`src/rtl/ept_pkg.sv`:
```
// shared constants and the wrap-corrected difference function
// for the encoder position and speed tracker; no dependencies
package ept_pkg;

    localparam int unsigned DATA_W  = 32;
    localparam int unsigned SCALE_W = 20;
    localparam int unsigned PROD_W  = DATA_W + SCALE_W;

    // microseconds per second
    localparam logic [SCALE_W-1:0] US_PER_S = 20'd1000000;

    // configuration register indexes
    localparam logic REG_COUNT_PERIOD = 1'b0;
    localparam logic REG_TIME_PERIOD  = 1'b1;

    localparam logic [DATA_W-1:0] COUNT_PERIOD_RST = 32'd65535;
    localparam logic [DATA_W-1:0] TIME_PERIOD_RST  = 32'hFFFF_FFFF;

    // input kind codes
    localparam logic KIND_SAMPLE = 1'b0;
    localparam logic KIND_ZERO   = 1'b1;

    localparam logic [DATA_W-1:0] SPEED_MAX = 32'h7FFF_FFFF;
    localparam logic [DATA_W-1:0] SPEED_MIN = 32'h8000_0000;

    // difference of two counter readings, corrected by period + 1 when its
    // magnitude reaches half the period or more
    function automatic logic [DATA_W-1:0] wrap_diff(
        input logic [DATA_W-1:0] period,
        input logic [DATA_W-1:0] before_val,
        input logic [DATA_W-1:0] after_val
    );
        logic [DATA_W-1:0]   pm1;
        logic [DATA_W-1:0]   raw;
        logic signed [33:0]  half;
        logic signed [33:0]  modulus;
        logic signed [33:0]  d;
        logic signed [33:0]  r;
        pm1     = period - 32'd1;
        raw     = after_val - before_val;
        half    = signed'({3'b000, pm1[31:1]}) + 34'sd1;
        modulus = signed'({2'b00, period}) + 34'sd1;
        d       = signed'({{2{raw[31]}}, raw});
        if (d >= half) begin
            r = d - modulus;
        end else if (d <= -half) begin
            r = d + modulus;
        end else begin
            r = d;
        end
        return r[DATA_W-1:0];
    endfunction

endpackage

```
`src/rtl/ept_div.sv`:
```
// restoring divider, one quotient bit per cycle
// unsigned operands; uses no package
module ept_div #(
    parameter int unsigned NUM_W = 52,
    parameter int unsigned DEN_W = 32
) (
    input  logic             aclk,
    input  logic             aresetn,
    input  logic             start,
    input  logic [NUM_W-1:0] numer,
    input  logic [DEN_W-1:0] denom,
    output logic             busy,
    output logic             done,
    output logic [NUM_W-1:0] quot
);

    localparam int unsigned CNT_W = $clog2(NUM_W + 1);

    logic [NUM_W-1:0] quo_reg;
    logic [DEN_W-1:0] rem_reg;
    logic [DEN_W-1:0] den_reg;
    logic [CNT_W-1:0] cnt_reg;
    logic             busy_reg;
    logic             done_reg;

    logic [DEN_W:0]   rem_shift;
    logic [DEN_W:0]   rem_sub;
    logic             qbit;

    assign rem_shift = {rem_reg, quo_reg[NUM_W-1]};
    assign rem_sub   = rem_shift - {1'b0, den_reg};
    assign qbit      = (rem_shift >= {1'b0, den_reg});

    always_ff @(posedge aclk) begin
        if (!aresetn) begin
            busy_reg <= 1'b0;
            done_reg <= 1'b0;
            cnt_reg  <= '0;
        end else begin
            done_reg <= 1'b0;
            if (start) begin
                busy_reg <= 1'b1;
                cnt_reg  <= '0;
                quo_reg  <= numer;
                rem_reg  <= '0;
                den_reg  <= denom;
            end else if (busy_reg) begin
                quo_reg <= {quo_reg[NUM_W-2:0], qbit};
                rem_reg <= qbit ? rem_sub[DEN_W-1:0] : rem_shift[DEN_W-1:0];
                cnt_reg <= cnt_reg + 1'b1;
                if (cnt_reg == CNT_W'(NUM_W - 1)) begin
                    busy_reg <= 1'b0;
                    done_reg <= 1'b1;
                end
            end
        end
    end

    assign busy = busy_reg;
    assign done = done_reg;
    assign quot = quo_reg;

endmodule

```
`src/rtl/encoder_position_speed_tracker.sv`:
```
// encoder position and speed tracker, top level
// depends on ept_pkg and ept_div
//
// s_ channel: one transfer per sample; s_tuser carries kind (sample or zero),
// s_tdata carries count_sample (bits 31:0) and time_sample (bits 63:32).
// m_ channel: one result transfer per input transfer, in order.
// cfg channel: writes count_period (index 0) or time_period (index 1);
// write only while no sample is in flight. cfg_ready is always high.
// A sample with a non-zero time delta passes through two wrap-correction
// steps, the multiply by 10^6, the divider start, the serial divider (one
// step per bit of the 52-bit quotient), its completion and the output load.
// A zero time delta goes from the wrap correction straight to the output
// load, and a zero event straight to it. s_tready comes back with the
// result, so no new sample is taken until the last one's result is loaded.
// s_tready is low while a sample is being worked on; one result may wait in
// the output register while the next sample is taken in, and a stalled
// receiver only holds the sequencer at its final step.
// Reset clears position, speed and last count, sets last time to 1 and
// loads the period registers with their defaults.
module encoder_position_speed_tracker #(
    parameter int unsigned TIMER_WIDTH = 32
) (
    input  logic         aclk,
    input  logic         aresetn,
    // s_tuser: kind
    input  logic         s_tvalid,
    output logic         s_tready,
    input  logic [0:0]   s_tuser,
    // s_tdata: count_sample, time_sample
    input  logic [63:0]  s_tdata,
    // m_tdata: position, speed, count_delta, time_delta
    output logic         m_tvalid,
    input  logic         m_tready,
    output logic [127:0] m_tdata,
    input  logic         cfg_valid,
    output logic         cfg_ready,
    input  logic [0:0]   cfg_index,
    input  logic [31:0]  cfg_data
);

    localparam int unsigned DW = ept_pkg::DATA_W;
    localparam int unsigned PW = ept_pkg::PROD_W;

    typedef enum logic [2:0] {
        ST_IDLE,
        ST_COUNT,
        ST_TIME,
        ST_MUL,
        ST_START,
        ST_DIV,
        ST_OUT
    } state_t;

    state_t                 state_reg;
    logic [DW-1:0]          count_period_reg;
    logic [DW-1:0]          time_period_reg;
    logic [DW-1:0]          last_count_reg;
    logic [TIMER_WIDTH-1:0] last_time_reg;
    logic [DW-1:0]          position_reg;
    logic [DW-1:0]          speed_reg;
    logic [DW-1:0]          cnow_reg;
    logic [TIMER_WIDTH-1:0] tnow_reg;
    logic [DW-1:0]          dx_reg;
    logic [DW-1:0]          dt_reg;
    logic [DW-1:0]          absx_reg;
    logic [DW-1:0]          absdt_reg;
    logic                   neg_reg;
    logic [PW-1:0]          prod_reg;
    logic                   m_tvalid_reg;
    logic [127:0]           m_tdata_reg;

    logic [DW-1:0]          dx_next;
    logic [DW-1:0]          dt_next;
    logic [PW-1:0]          prod_next;
    logic [DW-1:0]          speed_next;
    logic                   div_start;
    logic                   div_busy;
    logic                   div_done;
    logic [PW-1:0]          div_quot;
    logic                   out_free;
    logic                   in_xfer;

    assign in_xfer  = s_tvalid && s_tready;
    assign out_free = !m_tvalid_reg || m_tready;

    assign dx_next = ept_pkg::wrap_diff(count_period_reg, last_count_reg, cnow_reg);
    assign dt_next = ept_pkg::wrap_diff(time_period_reg, DW'(last_time_reg), DW'(tnow_reg));
    assign prod_next = absx_reg * ept_pkg::US_PER_S;

    // truncated quotient magnitude, signed and saturated
    always_comb begin
        if (neg_reg) begin
            if (div_quot > PW'(ept_pkg::SPEED_MIN)) begin
                speed_next = ept_pkg::SPEED_MIN;
            end else begin
                speed_next = DW'(-div_quot);
            end
        end else begin
            if (div_quot > PW'(ept_pkg::SPEED_MAX)) begin
                speed_next = ept_pkg::SPEED_MAX;
            end else begin
                speed_next = div_quot[DW-1:0];
            end
        end
    end

    assign div_start = (state_reg == ST_START);

    ept_div #(
        .NUM_W (PW),
        .DEN_W (DW)
    ) u_div (
        .aclk    (aclk),
        .aresetn (aresetn),
        .start   (div_start),
        .numer   (prod_reg),
        .denom   (absdt_reg),
        .busy    (div_busy),
        .done    (div_done),
        .quot    (div_quot)
    );

    always_ff @(posedge aclk) begin
        if (!aresetn) begin
            state_reg        <= ST_IDLE;
            count_period_reg <= ept_pkg::COUNT_PERIOD_RST;
            time_period_reg  <= ept_pkg::TIME_PERIOD_RST;
            last_count_reg   <= '0;
            last_time_reg    <= TIMER_WIDTH'(1);
            position_reg     <= '0;
            speed_reg        <= '0;
            m_tvalid_reg     <= 1'b0;
        end else begin
            if (cfg_valid) begin
                case (cfg_index)
                    ept_pkg::REG_COUNT_PERIOD: count_period_reg <= cfg_data;
                    ept_pkg::REG_TIME_PERIOD:  time_period_reg  <= cfg_data;
                    default: ;
                endcase
            end

            if ((state_reg == ST_OUT) && out_free) begin
                m_tvalid_reg <= 1'b1;
            end else if (m_tvalid_reg && m_tready) begin
                m_tvalid_reg <= 1'b0;
            end

            case (state_reg)
                ST_IDLE: begin
                    if (in_xfer) begin
                        if (s_tuser[0] == ept_pkg::KIND_ZERO) begin
                            last_count_reg <= '0;
                            last_time_reg  <= TIMER_WIDTH'(1);
                            position_reg   <= '0;
                            speed_reg      <= '0;
                            dx_reg         <= '0;
                            dt_reg         <= '0;
                            state_reg      <= ST_OUT;
                        end else begin
                            cnow_reg  <= s_tdata[31:0];
                            tnow_reg  <= s_tdata[32 +: TIMER_WIDTH];
                            state_reg <= ST_COUNT;
                        end
                    end
                end
                ST_COUNT: begin
                    dx_reg         <= dx_next;
                    absx_reg       <= dx_next[DW-1] ? -dx_next : dx_next;
                    last_count_reg <= cnow_reg;
                    position_reg   <= position_reg + dx_next;
                    state_reg      <= ST_TIME;
                end
                ST_TIME: begin
                    dt_reg        <= dt_next;
                    absdt_reg     <= dt_next[DW-1] ? -dt_next : dt_next;
                    neg_reg       <= dx_reg[DW-1] ^ dt_next[DW-1];
                    last_time_reg <= tnow_reg;
                    // zero time delta keeps the previous speed
                    state_reg     <= (dt_next == '0) ? ST_OUT : ST_MUL;
                end
                ST_MUL: begin
                    prod_reg  <= prod_next;
                    state_reg <= ST_START;
                end
                ST_START: begin
                    state_reg <= ST_DIV;
                end
                ST_DIV: begin
                    if (div_done) begin
                        speed_reg <= speed_next;
                        state_reg <= ST_OUT;
                    end
                end
                ST_OUT: begin
                    if (out_free) begin
                        m_tdata_reg <= {dt_reg, dx_reg, speed_reg, position_reg};
                        state_reg   <= ST_IDLE;
                    end
                end
                default: begin
                    state_reg <= ST_IDLE;
                end
            endcase
        end
    end

    assign s_tready  = (state_reg == ST_IDLE);
    assign cfg_ready = 1'b1;
    assign m_tvalid  = m_tvalid_reg;
    assign m_tdata   = m_tdata_reg;

    // a transfer in keeps the input side closed on the next cycle
    a_busy_after_accept: assert property (@(posedge aclk) disable iff (!aresetn)
        in_xfer |=> !s_tready)
        else $error("input accepted while a sample was in flight");

    // the divider only runs while the sequencer waits for it
    a_div_owned: assert property (@(posedge aclk) disable iff (!aresetn)
        div_busy |-> (state_reg == ST_DIV))
        else $error("divider busy outside its wait state");

    // a finished division always lands in the divide wait state
    a_div_done: assert property (@(posedge aclk) disable iff (!aresetn)
        div_done |-> (state_reg == ST_DIV) && $past(div_busy))
        else $error("unexpected divider completion");

endmodule
```
`config.mk`:
```
export PLATFORM = sky130hd
export DESIGN_NAME = encoder_position_speed_tracker
export DESIGN_NICKNAME = d
export VERILOG_FILES = /design/src/rtl/ept_pkg.sv /design/src/rtl/ept_div.sv /design/src/rtl/encoder_position_speed_tracker.sv
export SDC_FILE = /design/constraint.sdc
export NUM_CORES = 2
export LEC_CHECK = 0
export BUFFER_PORTS_ARGS = -buffer_cell sky130_fd_sc_hd__buf_2
export CORE_MARGIN = 2
export CORE_UTILIZATION = 25
export CTS_CLUSTER_DIAMETER = 40
export DETAILED_ROUTE_END_ITERATION = 10
export GPL_TIMING_DRIVEN = 1
export SKIP_CTS_REPAIR_TIMING = 1
export SLEW_MARGIN = 20
export SYNTH_ARGS = -nofsm -noshare
export SYNTH_HDL_FRONTEND = slang
export SYNTH_SLANG_ARGS = --single-unit
```
`constraint.sdc`:
```
create_clock -name aclk -period 34.1 [get_ports aclk]
set_input_delay 6.82 -clock aclk [delete_from_list [all_inputs] [get_ports aclk]]
set_output_delay 6.82 -clock aclk [all_outputs]
set_load 0.02 [all_outputs]
```
==> flow_summary.json <==
{
  "status": "finished, final reports clean",
  "cts_root_buf": "clkbuf_16",
  "place_area_um2": 58600,
  "cts_tree": "done",
  "yosys.area.top_type": "edfxtp_1",
  "synth_area_leaders": "edfxtp_1 (27%), ha_1 (13%), dfxtp_1 (7.5%)",
  "syn_avg_cell_area_um2": 9.37,
  "die_height_um": 470,
  "drtPass1Iterations": 6,
  "synth_commonest_cells": "ha_1 (552), edfxtp_1 (483), inv_1 (468), nor2_1 (466), nand2_1 (447)",
  "critical_path_class": "flop to flop",
  "routed_wl_um": 168000,
  "clock_latency_ns": 0.75,
  "ioPinCount": 234,
  "fin_worst_skew_ns": 0.0452,
  "hold_slack_ns": 0.399,
  "grt_max_degree": 86,
  "cts_buffer_depth": 3,
  "synth_edf_count": 483,
  "synth_compound_area_share_pct": 17.4,
  "cp-start-kind": "flop",
  "first_iter_violations": 2968,
  "ys_types": 108,
  "antenna_found_initial": 34,
  "syn_to_final_growth_pct": 15.5,
  "ys_warn_count": 0,
  "finalPower_mw": 5.79,
  "synthSimpleGateAreaFrac_pct": 16.4,
  "drc_errors": 0,
  "worst_pin_slew_ns": 1.21,
  "synth_top_family_by_area": "adder cells",
  "grt_pass1_vias": 43400,
  "grt-ovfl-total": 0,
  "synth_nets": 6584,
  "synth_mux_area_share_pct": 1.59,
  "syn_area_um2": 54200,
  "ys_seq_area_share_pct": 34.3,
  "p_leak_nw": 25.2,
  "synth_cells": 5786,
  "critical-path-max-stage-delay_ns": 0.71,
  "htreeDepth": 3,
  "routedWlPerCell_um": 18.9,
  "die_area_um2": 221000,
  "maxCapViolCount": 0,
  "slew-limit-headroom_pct": 17.1,
  "irDropWorstVdd_uv": 151,
  "clock_sinks": 687,
  "core_um2": 215000,
  "grt_pass1_wl_um": 258000,
  "synth_seq_cells": 687,
  "final.min_clock_period_ns": 11.71,
  "synth.most_common_cell": "ha_1",
  "viasPerCell": 4.97,
  "fin_area_um2": 62600,
  "track_usage_pct": 14.9,
  "crit_path_top_delay_cell": "nor4bb_1",
  "fin_ws_ns": 22.39,
  "largest_reg_flops": 128,
  "slew_viol_final": 0,
  "initial_core_util_pct": 25.2,
  "gp_congestion": 0.901,
  "place_worst_setup_slack_ns": 22.63,
  "drive_above_1_share_pct": 11.4,
  "port_buffers": 232,
  "synthAdderAreaFrac_pct": 18.0,
  "vias": 44300,
  "endpoint_kind": "flop",
  "placement_rows": 170,
  "fmax_mhz": 85.4,
  "hold_viol": 0,
  "chipWidth_um": 470,
  "nets": 6769,
  "numCtsBuffers": 113,
  "hold_path.class": "flop to flop",
  "rsz0062_at_grt": "no",
  "tns_ns": 0,
  "async_flop_share_pct": 0,
  "synth_xor_area_share_pct": 7.28,
  "setup_violations": 0,
  "period_share_pct": 34.3,
  "ff2ff_setup_slack_ns": 22.39,
  "power.density_nw_per_um2": 92.5,
  "arrival_ns": 12.33,
  "hpwlAfterDp_um": 135000,
  "synth_top_area_share_pct": 26.8,
  "path_max_fanout": 31,
  "cp_data_required_time_ns": 34.72,
  "ant_nets": 0,
  "synth_flop_cell": "edfxtp_1",
  "clk_pin_slew_ns": 0.06
}
critical path, delay by kind of cell, from the launching register on:
| kind | cells | cell delay [ns] |
|---|---|---|
| flops | 1 | 0.38 |
| xor+xnor | 3 | 0.63 |
| buf+inv | 2 | 0.46 |
| compound gates | 17 | 4.27 |
| fa+ha+maj | 3 | 0.91 |
| simple gates | 17 | 4.95 |
cell families (layout without fill, tap and decap cells):
group                      after synthesis  in the layout
AOI/OAI and AO/OA                     1394           1394
xor gates and xnor gates               447            447
adders and majority gates              695            695
buffers and inverters                  702            985
DFF                                    687            687
muxes                                   80             80
other                                    1             13
and+or+nand+nor                       1780           1780
through the flow:
stage / utilization, % / cells
2_1_floorplan: - / 5786
3_3_place_gp: 27.3 / 8694
3_5_place_dp: 27.3 / 8694
4_1_cts: 29.1 / 8907
5_1_grt: 29.1 / 8914
6_report: 29.1 / 8919
per-layer routing:
| layer | GRT usage, % | part of all wire (%) | vias up |
|---|---|---|---|
| li1 | - | - | 21400 |
| met1 | 18.9 | 44 | 21300 |
| met2 | 24.2 | 46 | 1185 |
| met3 | 2.59 | 5.0 | 313 |
| met4 | 7.25 | 4.8 | 34 |
| met5 | 0 | 0.13 | - |
worst paths after layout:
check,to,depth (start not counted),start
setup reg to reg,position_reg[30]$_SDFFE_PN0P_,42,count_period_reg[0]$_SDFFE_PN1P_
setup / recovery,position_reg[30]$_SDFFE_PN0P_,42,count_period_reg[0]$_SDFFE_PN1P_
hold reg to reg,u_div.den_reg[22]$_DFFE_PP_,0,absdt_reg[22]$_DFFE_PP_
hold / removal,u_div.den_reg[22]$_DFFE_PP_,0,absdt_reg[22]$_DFFE_PP_
cell type report:
class | instances | area, um^2
Sequential cell | 687 | 18600
Tap cell | 2838 | 3550
Multi-Input combinational cell | 4397 | 33000
Timing Repair Buffer | 304 | 1710
Clock inverter | 84 | 977
Inverter | 468 | 1760
Clock buffer | 129 | 2990
Fill cell | 22400 | 152000
Antenna cell | 12 | 30.0
layout by cell type, fill, tap and decap left out, types with 32 or more instances in the layout:
master	synthesis	layout
o21ai_0	175	175
nand3_1	168	168
and2_1	63	62
nor4_1	59	59
mux2_2	50	50
xnor2_1	293	293
clkbuf_16	0	115
nor2_1	466	460
a22o_1	75	75
nand2_1	447	447
ha_1	552	552
fa_1	143	143
a221oi_1	32	32
nor2b_1	54	53
nor3_1	125	122
a22oi_1	34	34
o21bai_1	38	38
xor2_1	150	150
o21a_1	43	43
nand4_1	75	75
or3_1	51	51
inv_1	468	466
a211oi_1	53	53
buf_2	16	232
edfxtp_1	483	483
o211ai_1	47	47
a21o_1	141	141
nand2b_1	53	52
a21oi_1	419	417
a31oi_1	53	51
dfxtp_1	204	204
buf_4	6	71
or2_2	36	36
and3_1	51	51
where the power goes:
group | internal, mW | total, mW | leakage [nW] | switching (mW)
sequential | 1.12 | 1.19 | 6.08 | 0.0685
clock | 0.698 | 1.16 | 1.91 | 0.461
combinational | 1.40 | 3.44 | 17.2 | 2.04
Note: power is estimated with default switching activity, not from simulation.
